$ cat config.mk
export PLATFORM = sky130hd
export DESIGN_NAME = rswr_mod
export DESIGN_NICKNAME = d
export VERILOG_FILES = /design/src/random_sample_without_replacement_macros.svh /design/src/rswr_pkg.sv /design/src/rswr_mod.sv
export SDC_FILE = /design/constraint.sdc
export NUM_CORES = 1
export LEC_CHECK = 0
export BUFFER_PORTS_ARGS = -buffer_cell sky130_fd_sc_hd__clkbuf_2
export CAP_MARGIN = 30
export CORE_ASPECT_RATIO = 1.75
export CORE_MARGIN = 4
export CORE_UTILIZATION = 50
export CTS_BUF_LIST = sky130_fd_sc_hd__clkbuf_8
export CTS_CLUSTER_SIZE = 10
export DETAILED_ROUTE_END_ITERATION = 10
export PLACE_DENSITY = 0.72
export SYNTH_ARGS = -nofsm -noshare
export SYNTH_HDL_FRONTEND = slang
export SYNTH_SLANG_ARGS = --single-unit
$ cat constraint.sdc
create_clock -name clk -period 3.45 [get_ports clk]
set_input_delay 0 -clock clk [delete_from_list [all_inputs] [get_ports clk]]
set_output_delay 0 -clock clk [all_outputs]
set_load 0.01 [all_outputs]
$ cat src/random_sample_without_replacement_macros.svh
// Assertion macros shared by the sampler RTL.
`ifndef RANDOM_SAMPLE_WITHOUT_REPLACEMENT_MACROS_SVH
`define RANDOM_SAMPLE_WITHOUT_REPLACEMENT_MACROS_SVH

// Implication checked at every rising clock edge outside reset
`define RSWR_ASSERT_IMPLY(lbl, ck, rn, ante, cons, msg) \
    lbl: assert property (@(posedge ck) disable iff (!rn) (ante) |-> (cons)) \
        else $error(msg);

// Invariant checked at every rising clock edge outside reset
`define RSWR_ASSERT_ALWAYS(lbl, ck, rn, cond, msg) \
    lbl: assert property (@(posedge ck) disable iff (!rn) (cond)) \
        else $error(msg);

`endif

$ cat src/rswr_pkg.sv
// Shared types and constants of the random sampler.
package rswr_pkg;

    // Field and register widths
    localparam int WORD_W    = 31;
    localparam int ID_W      = 32;
    localparam int CNT_W     = 11;
    localparam int CFG_IDX_W = 2;
    localparam int TAG_W     = 4;

    // Result status codes
    typedef enum logic [1:0] {
        ST_ID        = 2'd0,
        ST_EXHAUSTED = 2'd1,
        ST_RESTART   = 2'd2,
        ST_OVERFLOW  = 2'd3
    } status_t;

    // Configuration register indexes
    typedef enum logic [CFG_IDX_W-1:0] {
        CFG_BASE  = 2'd0,
        CFG_POOL  = 2'd1,
        CFG_COUNT = 2'd2
    } cfg_idx_t;

    // Item modes
    localparam logic MODE_RESTART = 1'b0;
    localparam logic MODE_DRAW    = 1'b1;

    // Request to the serial modulo unit
    typedef struct packed {
        logic              start;
        logic [WORD_W-1:0] dividend;
        logic [CNT_W-1:0]  divisor;
    } mod_req_t;

    // Response from the serial modulo unit
    typedef struct packed {
        logic             done;
        logic [CNT_W-1:0] remainder;
    } mod_rsp_t;

endpackage

$ cat src/rswr_mod.sv
// Bit-serial restoring modulo unit: one dividend bit per cycle.
module rswr_mod (
    input  logic               clk,
    input  logic               rst_n,
    input  rswr_pkg::mod_req_t req,
    output rswr_pkg::mod_rsp_t rsp
);

    import rswr_pkg::*;

    localparam int CNT_BITS = $clog2(WORD_W);

    logic                busy_reg, busy_next;
    logic                done_reg, done_next;
    logic [CNT_BITS-1:0] step_reg, step_next;
    logic [CNT_W-1:0]    rem_reg, rem_next;
    logic [WORD_W-1:0]   dvd_reg, dvd_next;
    logic [CNT_W-1:0]    div_reg, div_next;
    logic [CNT_W:0]      trial;

    // Shift in the next dividend bit and subtract the divisor when it fits
    always_comb
    begin
        busy_next = busy_reg;
        done_next = 1'b0;
        step_next = step_reg;
        rem_next  = rem_reg;
        dvd_next  = dvd_reg;
        div_next  = div_reg;
        trial     = {rem_reg, dvd_reg[WORD_W-1]};
        if (req.start)
        begin
            busy_next = 1'b1;
            step_next = CNT_BITS'(WORD_W - 1);
            rem_next  = '0;
            dvd_next  = req.dividend;
            div_next  = req.divisor;
        end
        else if (busy_reg)
        begin
            if (trial >= {1'b0, div_reg})
            begin
                rem_next = CNT_W'(trial - {1'b0, div_reg});
            end
            else
            begin
                rem_next = trial[CNT_W-1:0];
            end
            dvd_next = {dvd_reg[WORD_W-2:0], 1'b0};
            if (step_reg == '0)
            begin
                busy_next = 1'b0;
                done_next = 1'b1;
            end
            else
            begin
                step_next = step_reg - CNT_BITS'(1);
            end
        end
    end

    always_ff @(posedge clk or negedge rst_n)
    begin
        if (!rst_n)
        begin
            busy_reg <= 1'b0;
            done_reg <= 1'b0;
            step_reg <= '0;
            rem_reg  <= '0;
            dvd_reg  <= '0;
            div_reg  <= '0;
        end
        else
        begin
            busy_reg <= busy_next;
            done_reg <= done_next;
            step_reg <= step_next;
            rem_reg  <= rem_next;
            dvd_reg  <= dvd_next;
            div_reg  <= div_next;
        end
    end

    assign rsp.done      = done_reg;
    assign rsp.remainder = rem_reg;

endmodule

==> results by stage <==
Synthesis:
- Yosys printed 0 warnings.
- The portion of the post-synthesis area used by sequential elements is a little under half.
- The number of enable flip-flop cells after synthesis is 0.
- Counting flops and latches in the post-synthesis netlist gives 60.
- The share of flip-flops with an asynchronous set or reset is between 90% and 100%.
- The average instance in the mapped netlist occupies approximately 9.6 sq um.
- Among all flip-flop cells after synthesis, the most frequent one is sky130_fd_sc_hd__dfrtp_1.
- The total nets after synthesis is 401.
- The synthesized cell area is around 3300 sq um.
- The largest total area in the synthesized netlist belongs to sky130_fd_sc_hd__dfrtp_1.
- Yosys mapped the design onto 47 distinct sky130hd cell types.
- Sorting the synthesized cells by area gives the leading types as sky130_fd_sc_hd__dfrtp_1 (46%), sky130_fd_sc_hd__mux2i_1 (11%), sky130_fd_sc_hd__o21ai_0 (7.8%), sky130_fd_sc_hd__nand2_1 (5.4%), sky130_fd_sc_hd__ha_1 (5.0%).
- The cell count after synthesis is between 300 and 400.
- The synthesized design devotes to its leading area cell type between 40% and 50% of total area.

Global route:
- The remaining global-route overflow is 0.
- The global-route usage over all layers is between 20% and 30%.
- In the global route stage, met2 resource usage came out at between 30% and 40%.
- The initial antenna violation count is 0.
- The met1 capacity usage during global routing is about a fifth.
- Entering global routing, the biggest net connects 76 pins.
- The via count of the first global-routing pass came to about 3,000.
- The global-route met3 utilization is under 10%.
- The first global-routing pass estimated between 10,000 and 15,000 um of wire.
- The most used routing layer is met2.

Worst setup path:
- Among all stages on the critical path, the largest delay is contributed by sky130_fd_sc_hd__a211o_1.
- In this design, the largest share of critical-path delay is due to compound AO/OA/AOI/OAI gates.
- The origin of the worst setup path is rem_reg[9].
- In this run the worst path has a maximum fanout of 16.
- The sort of element at the start of the critical path is a flip-flop.
- For this run, the slowest stage of the critical path takes approximately 550 ps.
- The worst path arrival time is roughly 2800 ps.
- The startpoint of the worst register-to-register path is rem_reg[9].
- For the worst setup path, the data required time is around 3700 ps.
- The total buffers and inverters traversed by the critical path is 0.
- The critical setup path kind is flip-flop to flip-flop.
- The worst setup path is captured at a flip-flop.
- The critical path goes through ha_1 > nand4b_1 > a311oi_1 > a211o_1 > mux2_4 > a211oi_2.

Floorplanning:
- The floorplan has 38 rows.
- For this configuration, the core starts out at a cell density of between 50 and 60%.
- The die covers between 7000 and 8000 sq um.
- The die height is around 120 um.
- The boundary pin count is 57.
- The horizontal die dimension is between 60 and 70 um.
- The region available for standard cell placement spans approximately 6300 sq um.

Routing:
- The number of iterations in the first detailed-routing pass is 4.
- The routed layout has 2,851 vias.
- In this run the remaining antenna-violating nets after routing total 0.
- The post-route DRC violation count is 0.
- The overall routed net length is ~7700 um.
- The number of DRC markers after the initial detailed-route iteration is 177.
- After detailed routing, the average wire length per cell comes to ~15 um.
- Dividing the detail-routed via count by the number of cells gives between 5 and 6.

Clocking:
- The maximum root-to-sink buffer count is 2.
- The TritonCTS sink count is 60.
- TritonCTS built the clock tree.
- The number of clock buffers added by TritonCTS is 9.
- After clock tree synthesis, the clock-pin slew on the worst setup and hold paths is 70 ps.
- Once the clock tree was built, the resizer swapped 0 gates to a different size.
- Once the clock tree was built, the setup fixing pass inserted 0 buffers.
- The buffer cell driving the clock tree root is sky130_fd_sc_hd__clkbuf_8.
- The number of hold buffers added after cts is 43.
- The number of levels in the clock H-tree is 3.
- The clock latency at the later pin of the worst-skew pair is between 300 and 400 ps.

STA:
- The portion of the clock cycle consumed by the worst path in the final layout is between 70% and 80%.
- Setup violations remaining at the end of the flow were counted as 0.
- Setup repair after global routing left no endpoint under its margin.
- The final setup TNS is 0 ps.
- In this run the tightest slew margin relative to its limit is approximately 43%.
- Clock skew on the completed layout was measured at 12.41 ps.
- The final max-slew violation count is 0.
- The tightest hold path in the finished design has a slack of around 200 ps.
- Derived from the worst setup path, the maximum achievable clock frequency is a little under 0.4 GHz.
- The routed design could run at a clock period as short as around 2500 ps.
- The number of hold violations in the final report is 0.
- The transition time at the pin with the least slew margin is about 850 ps.

Final layout:
- Relative to the synthesized area, the layout overhead comes to 27.98%.
- The final standard cell utilization of the core is between 60% and 70%.
- Of the cells placed in the final design, the portion with a size suffix greater than 1 is between 10% and 20%.
- The net count of the finished layout is between 400 and 500.
- The leading cell type in the layout, fill and taps excluded is sky130_fd_sc_hd__dfrtp_1.
- In the layout the commonest cells are sky130_fd_sc_hd__dfrtp_1 (59), sky130_fd_sc_hd__clkbuf_2 (56), sky130_fd_sc_hd__o21ai_0 (51).
- The number of flip-flops in the largest register is 31.

Power and ir drop:
- The worst-case IR drop observed on VDD is 333.0 uV.
- For this design the ratio of total power to cell area is around 540 nW/um^2.
- The analysis attributes to cell leakage a power of approximately 2.2 nW.

Outcome:
- The flow ran to the end, and the final reports show no timing, DRC or antenna violations.

Worst hold path:
- The startpoint of the most critical hold path is req[42].
- The worst min-delay path class is primary input to flip-flop.

Place:
- Once detailed placement completed, the half-perimeter wirelength came to slightly below 5000 um.
- The quantity of I/O buffers inserted on ports is 56.
- At the end of routability-driven placement, the weighted congestion stood at approximately 0.94.

Job:
- Max-cap violations in this run came to 0.
==> path summary, 6_finish.rpt <==
| check | slack [ps] | to | cells past startpoint |
|---|---|---|---|
| worst min register to register | 510 | div_reg[0] | 1 |
| max in group asynchronous | 2270 | dvd_reg[9] | 3 |
| worst max-delay path | 940 | rem_reg[0] | 6 |
| worst min-delay path | 200 | rem_reg[0] | 2 |
| worst max register to register | 940 | rem_reg[0] | 6 |
| min in group asynchronous | 300 | rem_reg[2] | 2 |
==> layout make-up <==
type                    instances  area [sq um]
clock buffers                  12         165.2
repair buffers                102         733.2
multi-input cells             242          1604
inverters                      19         71.32
well taps                      80         100.1
clock inverters                 4         16.27
diodes                          1         2.502
fillers                       529          2081
flip-flops and latches         60          1503
==> synth_stat cells (all sizes together) (2+ instances only) <==
cell    number
dfrtp       60
o21ai       52
nand2       47
mux2i       35
nor2        20
inv         19
clkbuf      14
ha          13
a211oi      10
a21oi        9
buf          7
nand3        7
nand2b       6
xnor2        5
nand3b       4
nor3         3
a311oi       2
a31o         2
mux2         2
nand4        2
o21a         2
o21bai       2
o32ai        2
xor2         2
==> where the power goes <==
part / leakage (nW) / internal, W / total (W) / switching (W)
Sequential: 0.730 / 0.000792 / 0.000862 / 0.0000698
Clock: 0.106 / 0.000311 / 0.000581 / 0.000271
Combinational: 1.35 / 0.000370 / 0.000804 / 0.000434
Total: 2.18 / 0.00147 / 0.00225 / 0.000775
==> worst register-to-register path: stages (launching register included) <==
cell                       delay, ps
sky130_fd_sc_hd__dfrtp_1         410
sky130_fd_sc_hd__ha_1            430
sky130_fd_sc_hd__nand4b_1        150
sky130_fd_sc_hd__a311oi_1        330
sky130_fd_sc_hd__a211o_1         550
sky130_fd_sc_hd__mux2_4          360
sky130_fd_sc_hd__a211oi_2        200
==> metrics by stage <==
step | setup WS (ps) | power (W) | std cells | cell area, sq um
2_1_floorplan | 1285 | 0.001457 | 342 | 3278
3_3_place_gp | 1005 | 0.001618 | 460 | 3581
3_5_place_dp | 944.9 | 0.001635 | 460 | 3581
4_1_cts | 932.6 | 0.002260 | 519 | 4193
5_1_grt | 782.4 | 0.002399 | 519 | 4193
6_report | 935.3 | 0.002248 | 520 | 4195
==> layer usage <==
| layer | share of wire [%] | wire (um) | vias to the layer above |
|---|---|---|---|
| met5 | 0 | 0 | - |
| met4 | 2.2 | 172 | 0 |
| met3 | 4.6 | 351 | 16 |
| met2 | 55 | 4258 | 75 |
| met1 | 38 | 2899 | 1375 |
| li1 | - | - | 1385 |
==> kinds of logic (layout without fill, tap and decap cells) <==
kind of cell	Yosys count	after routing	share of synthesized area, %
and+or+nand+nor	96	96	13.21
AOI/OAI and AO/OA	88	88	16.79
DFF	60	60	45.80
buffers and inverters	40	137	5.267
muxes	37	37	11.49
adders and majority gates	14	14	5.573
xor gates and xnor gates	7	7	1.870
other	0	1	0
(Power assumes the default switching activity.)
