==> config.mk <==
export PLATFORM = sky130hd
export DESIGN_NAME = rswr_ram
export DESIGN_NICKNAME = d
export VERILOG_FILES = /design/src/random_sample_without_replacement_macros.svh /design/src/rswr_ram.sv
export SDC_FILE = /design/constraint.sdc
export NUM_CORES = 1
export LEC_CHECK = 0
export BUFFER_PORTS_ARGS = -buffer_cell sky130_fd_sc_hd__buf_2
export CAP_MARGIN = 20
export CORE_AREA = 4 4 103 105
export CTS_BUF_LIST = sky130_fd_sc_hd__clkbuf_16
export DETAILED_ROUTE_END_ITERATION = 7
export DIE_AREA = 0 0 107 109
export PLACE_DENSITY = 0.73
export SLEW_MARGIN = 20
export SYNTH_ARGS = -nofsm -noshare
export SYNTH_HDL_FRONTEND = slang
export SYNTH_SLANG_ARGS = --single-unit
export TNS_END_PERCENT = 20
==> constraint.sdc <==
create_clock -name clk -period 1.7 [get_ports clk]
set_input_delay 0.34 -clock clk [delete_from_list [all_inputs] [get_ports clk]]
set_output_delay 0.34 -clock clk [all_outputs]
set_load 0.02 [all_outputs]
==> src/random_sample_without_replacement_macros.svh <==
// Assertion macros shared by the sampler RTL.
`ifndef RANDOM_SAMPLE_WITHOUT_REPLACEMENT_MACROS_SVH
`define RANDOM_SAMPLE_WITHOUT_REPLACEMENT_MACROS_SVH

// Implication checked at every rising clock edge outside reset
`define RSWR_ASSERT_IMPLY(lbl, ck, rn, ante, cons, msg) \
    lbl: assert property (@(posedge ck) disable iff (!rn) (ante) |-> (cons)) \
        else $error(msg);

// Invariant checked at every rising clock edge outside reset
`define RSWR_ASSERT_ALWAYS(lbl, ck, rn, cond, msg) \
    lbl: assert property (@(posedge ck) disable iff (!rn) (cond)) \
        else $error(msg);

`endif

==> src/rswr_ram.sv <==
// Generic single-write, single-read RAM with registered read data.
module rswr_ram #(
    parameter int WIDTH = 8,
    parameter int DEPTH = 16
) (
    input  logic                     clk,
    input  logic                     we,
    input  logic [$clog2(DEPTH)-1:0] waddr,
    input  logic [WIDTH-1:0]         wdata,
    input  logic [$clog2(DEPTH)-1:0] raddr,
    output logic [WIDTH-1:0]         rdata
);

    logic [WIDTH-1:0] mem [DEPTH];

    // Write port and registered read port
    always_ff @(posedge clk)
    begin
        if (we)
        begin
            mem[waddr] <= wdata;
        end
        rdata <= mem[raddr];
    end

endmodule

==> metrics, run 1 <==
WHS Endpoint=mem[9][4]$_DFFE_PP_; Post-Synth Adder-Cell Area=0%; global route overflow=0; area delta synth->final=20.17%; worst min-delay path category=primary input to flip-flop; routability cong.=0.7528; antenna viol nets, final=0; worst slew pin tran=0.7278 ns; crit end category=flip-flop; Post-Synthesis Cells=229; I/O pin count=26; initial core utilization=53.40%; fin crit share=81.21%; worst clock skew=0.007427 ns; Final min period=1.381 ns; arrival time at the worst endpoint=1.65 ns; Die ar.=11,660 µm²; # rows=36; initial antenna violation count=0; setup TNS=0 ns; Pwr Total=7.746 mW; syn_nets=247; pre-CTS WS=-0.05429 ns; Antenna Cells=0; largest family of logic cells by synthesized area=multiplexers; Final Hold Slack=0.3173 ns; final core utilization=64.17%; Seq/Total Area, Yosys=77.78%; RSZ-0062 raised after global routing=false; post-synthesis mux area share=15.02%; Worst Setup Start Kind=flip-flop; htree depth=4; initial drt markers=215; met1 usage=25.24%; syn_area_per_cell=22.48 µm²; Placed Area=5598 µm²; Pre-antenna DRT Iters=4; top cell type's share of synthesized area=74.67%; # hold bufs at CTS=0; Post-Synth Simple-Gate Area=3.184%; drc violations=0; Multi-input gate area=1062 µm²; largest buffer count on any clock path=2; busiest layer in global routing=met2; met2 Resource Use GR=29.41%; Final Hold Fails=0; Netlist Area Pre-Place=5147 µm²; vias per cell=5.631; Seq cells post-synth=136; fill count=669; CTS buffer count=17; IO Port Bufs=25; main area contributors after synthesis=edfxtp_1 (75%), mux4_2 (7.9%), mux4_1 (7.1%); relative slew slack=51.38%; Crit Path Max Fanout=1; Static Leak=2.133 nW; max-slew violations=0; Nets=308; Post-synth EDFFs=128; Synth Flop Type=edfxtp_1; # setup viols final=0; Clk pin slew, worst setup/hold paths=0.06 ns; final wirelength=9680 µm; Synth warnings=0; peak supply drop=623.9 µV; post-synth cell types=19; post-route insts no fill=436; Placed Cells=404; M3 GR Usage=4.973%; outcome=completed; share of cells above drive strength 1=33.00%; Seq. cell area=4004 µm²; Final Cell Area=6186 µm²; Hold Crit Depth=1; routed via count=2,455; Synth async-reset ratio=0%; power density cells=1252 nW/µm²; Synth Area in XOR/XNOR=0%; Crit Path Category=flip-flop to flip-flop; Reg2Reg Launch Point=mem[9][4]$_DFFE_PP_; post-synth top area cell=edfxtp_1; worst hold start=wdata[4]; CTS tree=done; R2R Setup Slk=0.32 ns; Critical R2R Capture=rdata[4]$_DFF_P_; MaxCap Viol Count=0; worst-case reg-to-reg path depth=3; Die X=107 µm; post-DR wirelength/cell=22.20 µm; postcts setup bufs=0; critical path data required time=1.97 ns; Skew-Pair Late Insertion Delay=0.40 ns; vias in the first global route=2,612; core area=9639 µm²; Synth Area in Compound Gates=2.333%; pin count of the biggest net entering global routing=33; Post-CTS Resized=0; CTS root buffer=clkbuf_16; die height=109 µm; final worst slack=0.3194 ns; hpwl dp=5993 µm; Sink Count=136; FMAX=0.7243 GHz; gr usage total=18.56%; first-pass GRT wire length=15,170 µm
==> registers in the layout, indices dropped and copies added, names as in the netlist <==
name   flops
mem      128
rdata      8
==> area by class of cell <==
class / count / share of cell area, %
Sequential cell: 136 / 64.72
Multi-Input combinational cell: 83 / 17.17
Clock buffer: 17 / 6.877
Timing Repair Buffer: 52 / 5.906
Tap cell: 133 / 2.690
Clock inverter: 15 / 2.629
==> cells in the final DEF (no fill, tap or decap), drive strengths merged <==
cell / instances
or3b: 1
nor2: 13
clkbuf: 17
buf: 52
nor3: 4
nand3b: 2
and2: 1
edfxtp: 128
bufinv: 3
mux4: 32
nor2b: 1
clkinvlp: 4
and2b: 1
clkinv: 6
nand3: 1
inv: 2
nand2b: 2
dfxtp: 8
a22oi: 16
nand2: 9
==> cells in the mapped netlist (2+ instances only) <==
cell and count:
nand3b_1 2, mux4_1 14, buf_6 3, nor2_1 13, buf_2 3, clkdlybuf4s25_2 3, nand2_1 9, nor3_1 4
a22oi_1 16, nand2b_1 2, dfxtp_1 8, mux4_2 18, edfxtp_1 128
==> how the worst max path moves through the flow <==
stage	from	endpoint	slack (ns)	cells after the start
2_1_floorplan	waddr[2]	mem[3][0]$_DFFE_PP_	0.09	2
3_3_place_gp	raddr[0]	rdata[4]$_DFF_P_	-0.04	5
3_5_place_dp	raddr[0]	rdata[4]$_DFF_P_	-0.05	5
4_1_cts	mem[9][4]$_DFFE_PP_	rdata[4]$_DFF_P_	0.29	3
5_1_grt	mem[9][4]$_DFFE_PP_	rdata[4]$_DFF_P_	0.26	3
6_report	mem[9][4]$_DFFE_PP_	rdata[4]$_DFF_P_	0.32	3
==> kinds of logic (layout without fill, tap and decap cells) <==
logic type	after synthesis	count (layout)
flops	136	136
mux	32	32
compound gates	16	16
buf+inv	10	84
simple gates	35	35
==> power breakdown <==
part | switching (mW) | internal, mW | leakage, nW
sequential | 0.0244 | 3.75 | 1.22
clock | 1.31 | 2.28 | 0.282
combinational | 0.216 | 0.162 | 0.627
total | 1.55 | 6.19 | 2.13
==> routing by layer <==
layer	part of all wire, %	up-vias
met5	0	-
met4	0.98	0
met3	4.9	8
met2	51	63
met1	44	1287
li1	-	1097
==> critical path: stages, from the launching register on <==
cell      delay (ns)
edfxtp_1        0.35
mux4_1          0.51
a22oi_1         0.27
nand2_1         0.11
Power figures use the tool's default switching activity.
==> inputs of run 2 (changes only) <==
ABC_AREA = 1   (was not set)
CORE_AREA = 4 4 108 110   (was 4 4 103 105)
DIE_AREA = 0 0 112 114   (was 0 0 107 109)
PLACE_DENSITY = 0.74   (was 0.73)
clock period = 1.16 ns   (was 1.7 ns; I/O delays follow)
==> run 2 against run 1 <==
Against the previous run: clock power up 47%; global-route usage up 2.8 points; synthesized cell count is 140% higher; critical endpoint is now rdata[6]; largest cell class unchanged.
==> metrics, run 2 <==
Seq/Total Area, Yosys=69.43% (was 77.78%); post-synth cell types=12 (was 19); drc violations=0 (unchanged); Synth Flop Type=edfxtp_1 (unchanged); arrival time at the worst endpoint=0.89 ns (was 1.65 ns); pre-CTS WS=-0.1622 ns (was -0.05429 ns); worst min-delay path category=primary input to flip-flop (unchanged); die height=114 µm (was 109 µm); vias in the first global route=3,852 (was 2,612); fin crit share=97.08%; Static Leak=3.019 nW (was 2.133 nW); final wirelength=12,820 µm (was 9680 µm); Reg2Reg Launch Point=mem[2][7]$_DFFE_PP_ (was mem[9][4]$_DFFE_PP_); global route overflow=0 (unchanged); count leader, synth=nand2_1 (was edfxtp_1); critical-path cell list=buf_4 (was mux4_1 > a22oi_1 > nand2_1); main area contributors after synthesis=edfxtp_1 (67%), nand2_1 (11%), nand3_1 (8.4%) (was edfxtp_1 (75%), mux4_2 (7.9%), mux4_1 (7.1%)); Post-Synthesis Cells=551 (was 229); largest buffer count on any clock path=2 (unchanged); fill count=817 (was 669); top cell type's share of synthesized area=66.65% (was 74.67%); initial core utilization=53.91% (was 53.40%); worst clock skew=0.005641 ns (was 0.007427 ns); RSZ-0062 raised after global routing=false (unchanged); relative slew slack=71.75% (was 51.38%); routed via count=3,871 (was 2,455); outcome=completed (unchanged); worst slew pin tran=0.4237 ns (was 0.7278 ns); CTS root buffer=clkbuf_16 (unchanged); gr usage total=21.34% (was 18.56%); Pre-antenna DRT Iters=5 (was 4); antenna viol nets, final=0 (unchanged); final worst slack=0.03382 ns (was 0.3194 ns); most frequent cells in the layout=nand2_1 (173), edfxtp_1 (128), inv_1 (103) (was edfxtp_1 (128), buf_2 (25), buf_4 (24)); Crit Path Category=flip-flop to output pin (was flip-flop to flip-flop); Netlist Area Pre-Place=5767 µm² (was 5147 µm²); synth cell count leaders=nand2_1 (173), edfxtp_1 (128), inv_1 (100) (was edfxtp_1 (128), mux4_2 (18), a22oi_1 (16)); IO Port Bufs=25 (unchanged); setup TNS=0 ns (unchanged); initial antenna violation count=0 (unchanged); Clk pin slew, worst setup/hold paths=0.06 ns (about the same); syn_area_per_cell=10.47 µm² (was 22.48 µm²); htree depth=4 (unchanged); max-slew violations=0 (unchanged); power density cells=1688 nW/µm² (was 1252 nW/µm²); Hold Crit Depth=3 (was 1); core area=10,700 µm² (was 9639 µm²); Crit path largest cell delay=0.35 ns (was 0.51 ns); routability cong.=0.8375 (was 0.7528); number of flip-flops in the largest register=128 (unchanged); CTS tree=done (unchanged); worst-case reg-to-reg path depth=6 (was 3); Worst path top cell family by delay=flip-flops (was multiplexers); Nets=624 (was 308); vias per cell=5.100 (was 5.631); first-pass GRT wire length=20,350 µm (was 15,170 µm); commonest non-fill, non-tap cell in the layout=nand2_1 (was edfxtp_1); post-DR wirelength/cell=16.89 µm (was 22.20 µm); # setup viols final=0 (unchanged); I/O pin count=26 (unchanged); Synth async-reset ratio=0% (unchanged); FMAX=0.8880 GHz; post-synth top area cell=edfxtp_1 (unchanged); post-route insts no fill=759 (was 436); syn_nets=569 (was 247); Sink Count=136 (unchanged); critical path data required time=0.93 ns (was 1.97 ns); CTS buffer count=17 (unchanged); peak supply drop=966.7 µV (was 623.9 µV); Final Hold Fails=0 (unchanged); Critical R2R Capture=rdata[7]$_DFF_P_ (was rdata[4]$_DFF_P_); WHS Endpoint=rdata[3]$_DFF_P_ (was mem[9][4]$_DFFE_PP_); Final min period=1.126 ns; # rows=38 (was 36); Synth warnings=0 (unchanged); area delta synth->final=18.94% (was 20.17%); initial drt markers=328 (was 215); hpwl dp=8214 µm (was 5993 µm); Seq cells post-synth=136 (unchanged); R2R Setup Slk=0.14 ns (was 0.32 ns); Die ar.=12,770 µm² (was 11,660 µm²); MaxCap Viol Count=0 (unchanged); share of cells above drive strength 1=14.70% (was 33.00%); biggest regs=mem: 128 flops, rdata: 8 flops (unchanged); Slowest cell on crit path=dfxtp_2 (was mux4_1); Buf/Inv on CP=1 (was 0); Crit Path Max Fanout=1 (unchanged); Biggest register=mem (unchanged); worst hold start=raddr[3] (was wdata[4]); Skew-Pair Late Insertion Delay=0.40 ns (about the same); Worst Setup Start Kind=flip-flop (unchanged); Antenna Cells=0 (unchanged); pin count of the biggest net entering global routing=39 (was 33); Placed Cells=727 (was 404); Post-synth EDFFs=128 (unchanged); crit end category=output pin (was flip-flop); Die X=112 µm (was 107 µm)
run 2: changes by cell type in the layout (fill, tap and decap cells not counted), sizes merged, moves of 4 or more:
cell and change:
nand2 +164, inv +104, nand3 +96, mux4 -32
a22oi -16, buf +8, nor2 +4, nor3 -4
run 2: report_power, final:
group          internal, mW  total, mW  switching [mW]
Sequential             5.50       5.53          0.0336
Clock                  3.34       5.26            1.92
Combinational         0.264      0.786           0.522
Total                  9.10       11.6            2.48
run 2: cell families after synthesis:
kind of cell | synth area share, %
buf+inv | 9.525
flops | 69.43
simple gates | 21.05
run 2: per-stage QoR:
step | power, mW | utilization (%) | area (µm²) | hold slack (ns)
floorplan | 6.050 | - | 5767 | 0.3309
global placement | 6.385 | 58.55 | 6264 | 0.6016
detailed placement | 6.407 | 58.55 | 6264 | 0.6063
CTS | 11.63 | 64.11 | 6858 | 0.1776
global route | 11.93 | 64.12 | 6859 | 0.1965
finish | 11.58 | 64.12 | 6859 | 0.1873
run 2: tightest hold or removal path, cell delays in order:
cell and delay [ns]:
buf_2 0.14, nand3_1 0.12, nand2_1 0.05
run 2: layout make-up:
| type | instances | area [µm²] | share of cell area [%] |
|---|---|---|---|
| repair buffers | 60 | 493.0 | 7.187 |
| clock buffers | 17 | 425.4 | 6.202 |
| inverters | 102 | 382.9 | 5.582 |
| multi-input cells | 289 | 1214 | 17.69 |
| flip-flops and latches | 136 | 4006 | 58.41 |
| well taps | 140 | 175.2 | 2.554 |
| clock inverters | 15 | 162.7 | 2.371 |
run 2: timing repair:
item                       CTS  global route
setup endpoints to repair    2             1
hold buffers                 0             0
setup buffers                0             0
hold endpoints to repair     0             0
gates cloned                 0             0
gates resized for setup      3             1
run 2: metal layers:
| layer | GRT usage [%] | part of all wire [%] | wire, µm |
|---|---|---|---|
| met1 | 26.79 | 41 | 5194 |
| met4 | 7.853 | 2.3 | 291 |
| met3 | 4.615 | 6.0 | 769 |
| met5 | 0 | 0 | 0 |
| met2 | 36.77 | 51 | 6564 |
run 2: worst max-delay path by stage:
stage,from,endpoint,slack [ns],cells past startpoint
6_report,rdata[6]$_DFF_P_,rdata[6],0.03,1
3_5_place_dp,raddr[0],rdata[7]$_DFF_P_,-0.16,8
3_3_place_gp,raddr[0],rdata[7]$_DFF_P_,-0.12,8
4_1_cts,rdata[2]$_DFF_P_,rdata[2],0.003,1
2_1_floorplan,waddr[3],mem[4][0]$_DFFE_PP_,-0.02,2
5_1_grt,rdata[7]$_DFF_P_,rdata[7],0.009,1
==> inputs of run 3 (changes only) <==
CORE_AREA = 2 2 106 108   (was 4 4 108 110)
DIE_AREA = 0 0 108 110   (was 0 0 112 114)
GPL_TIMING_DRIVEN = 0   (was not set)
==> run 3 against run 2 <==
Against the previous run: the run now ends with setup timing left; critical path depth up 2; sequential cell count unchanged; clock-buffer cell count unchanged; first-iteration DRC count up 13%; sequential power about the same; sequential share of layout area up 2.5 points; non-clock buffer count down 14; largest cell class unchanged.
==> metrics, run 3 (synthesis gave the netlist of run 2 again) <==
switching share of power=23.00% (was 21.38%); worst slew pin tran=0.7284 ns (was 0.4237 ns); htree depth=4 (unchanged); drc violations=0 (unchanged); worst clock skew=0.004556 ns (was 0.005641 ns); share of cells above drive strength 1=13.72% (was 14.70%); I/O pin count=26 (unchanged); peak supply drop=1107 µV (was 966.7 µV); Biggest register=mem (unchanged); Clk pin slew, worst setup/hold paths=0.05 ns (was 0.06 ns); first-pass GRT wire length=21,180 µm (was 20,350 µm); final wirelength=13,550 µm (was 12,820 µm); Antenna Cells=0 (unchanged); Crit Path Max Fanout=8 (was 1); Int Power=8.355 mW (was 9.104 mW); core area=10,700 µm² (unchanged); setup TNS=-1.501 ns (was 0 ns); WHS Endpoint=rdata[3]$_DFF_P_ (unchanged); post-DR wirelength/cell=18.18 µm (was 16.89 µm); area delta synth->final=14.04% (was 18.94%); power density cells=1650 nW/µm² (was 1688 nW/µm²); initial core utilization=53.91% (unchanged); Nets=610 (was 624); # setup viols final=32 (was 0); relative slew slack=51.26% (was 71.75%); R2R Setup Slk=0.11 ns (was 0.14 ns); arrival time at the worst endpoint=1.28 ns (was 0.89 ns); Pwr Total=10.85 mW (was 11.58 mW); pin count of the biggest net entering global routing=17 (was 39); Pre-antenna DRT Iters=5 (unchanged); Critical R2R Capture=rdata[3]$_DFF_P_ (was rdata[7]$_DFF_P_); # hold bufs at CTS=0 (unchanged); most frequent cells in the layout=nand2_1 (173), edfxtp_1 (128), inv_1 (103) (unchanged); CTS buffer count=17 (unchanged); failing checks=setup timing; max-slew violations=0 (unchanged); CTS tree=done (unchanged); MaxCap Viol Count=0 (unchanged); # rows=38 (unchanged); Reg power frac=50.9% (was 47.8%); biggest regs=mem: 128 flops, rdata: 8 flops (unchanged); Die X=108 µm (was 112 µm); largest buffer count on any clock path=2 (unchanged); gr usage total=25.25% (was 21.34%); commonest non-fill, non-tap cell in the layout=nand2_1 (unchanged); Worst Setup Start Kind=primary input (was flip-flop); Slowest cell on crit path=nor2_1 (was dfxtp_2); Psw=2.496 mW (was 2.475 mW); antenna viol nets, final=0 (unchanged); FMAX=0.8094 GHz (was 0.8880 GHz); outcome=finished with violations (was completed); Reg2Reg Launch Point=mem[15][3]$_DFFE_PP_ (was mem[2][7]$_DFFE_PP_); hpwl dp=8741 µm (was 8214 µm); routability cong.=0.8756 (was 0.8375); worst hold start=raddr[2] (was raddr[3]); Crit path largest cell delay=0.64 ns (was 0.35 ns); Clock Power Share=42.1% (was 45.5%); fin crit share=106.5% (was 97.08%); Placed Cells=713 (was 727); Skew-Pair Late Insertion Delay=0.42 ns (was 0.40 ns); number of flip-flops in the largest register=128 (unchanged); die height=110 µm (was 114 µm); Hold Crit Depth=4 (was 3); IO Port Bufs=22 (was 25); critical-path cell list=buf_2 > nand3b_1 > nor2_1 (was buf_4); worst-case reg-to-reg path depth=6 (unchanged); crit end category=flip-flop (was output pin); Static Leak=2.866 nW (was 3.019 nW); critical path data required time=1.21 ns (was 0.93 ns); vias in the first global route=3,894 (was 3,852); initial antenna violation count=0 (unchanged); routed via count=3,977 (was 3,871); final worst slack=-0.07551 ns (was 0.03382 ns); Sink Count=136 (unchanged); Final min period=1.236 ns (was 1.126 ns); worst min-delay path category=primary input to flip-flop (unchanged); vias per cell=5.338 (was 5.100); post-route insts no fill=745 (was 759); Comb power frac=7.0% (was 6.8%); Crit Path Category=primary input to flip-flop (was flip-flop to output pin); Final Hold Fails=0 (unchanged); Die ar.=11,880 µm² (was 12,770 µm²); RSZ-0062 raised after global routing=true (was false); CTS root buffer=clkbuf_16 (unchanged); global route overflow=0 (unchanged); initial drt markers=370 (was 328)
## run 3: worst max path at each step
stage                        start              endpoint  slack (ns)  cells after the start
final                     waddr[2]  mem[10][4]$_DFFE_PP_       -0.08                      3
after global routing      waddr[3]   mem[5][0]$_DFFE_PP_       -0.11                      3
after CTS                 waddr[3]   mem[4][2]$_DFFE_PP_       -0.04                      3
after detailed placement  waddr[3]   mem[6][5]$_DFFE_PP_       -0.54                      3
after global placement    waddr[3]   mem[7][2]$_DFFE_PP_       -0.48                      3
after floorplan           waddr[3]   mem[4][0]$_DFFE_PP_       -0.02                      2
## run 3: metal layers
layer	share of wire, %	vias to the layer above	global-route usage, %
met3	9.9	35	5.879
met5	0	-	0
met2	46	204	39.80
met1	41	1878	33.43
met4	3.2	0	12.18
li1	-	1860	-
## run 3: worst max-delay path, delay by kind of cell
| family | cells | cell delay (ns) |
|---|---|---|
| and+or+nand+nor | 2 | 0.94 |
| buffers and inverters | 1 | 0.12 |
## run 3: area by class of cell
cell class,count,area [µm²]
plain buffers,24,166.4
clock buffers,17,425.4
clock inverters,15,76.32
fillers,848,4121
inverters,102,382.9
multi-input cells,289,1236
flip-flops and latches,136,4004
well taps,140,175.2
repair buffers,22,110.1
## run 3: power groups by stage
stage	sequential (mW)	clock [mW]	combinational, mW
floorplan	5.66	0	0.388
global placement	5.62	0	0.721
detailed placement	5.62	0	0.739
CTS	5.52	4.56	0.747
global route	5.53	4.79	0.829
finish	5.52	4.57	0.760
## run 3: repair_timing
item,in CTS,in global routing
buffers inserted,0,0
hold endpoints to repair,0,0
setup endpoints to repair,45,80
gates resized for setup,3,6
## run 3: per-stage QoR
step	hold slack [ns]	setup slack, ns	cell area (µm²)	utilization, %
finish	0.2341	-0.07551	6576	61.47
global route	0.2282	-0.1099	6576	61.47
CTS	0.2145	-0.04335	6561	61.33
detailed placement	0.6435	-0.5417	6052	56.57
global placement	0.6491	-0.4848	6052	56.57
floorplan	0.3309	-0.02284	5767	-
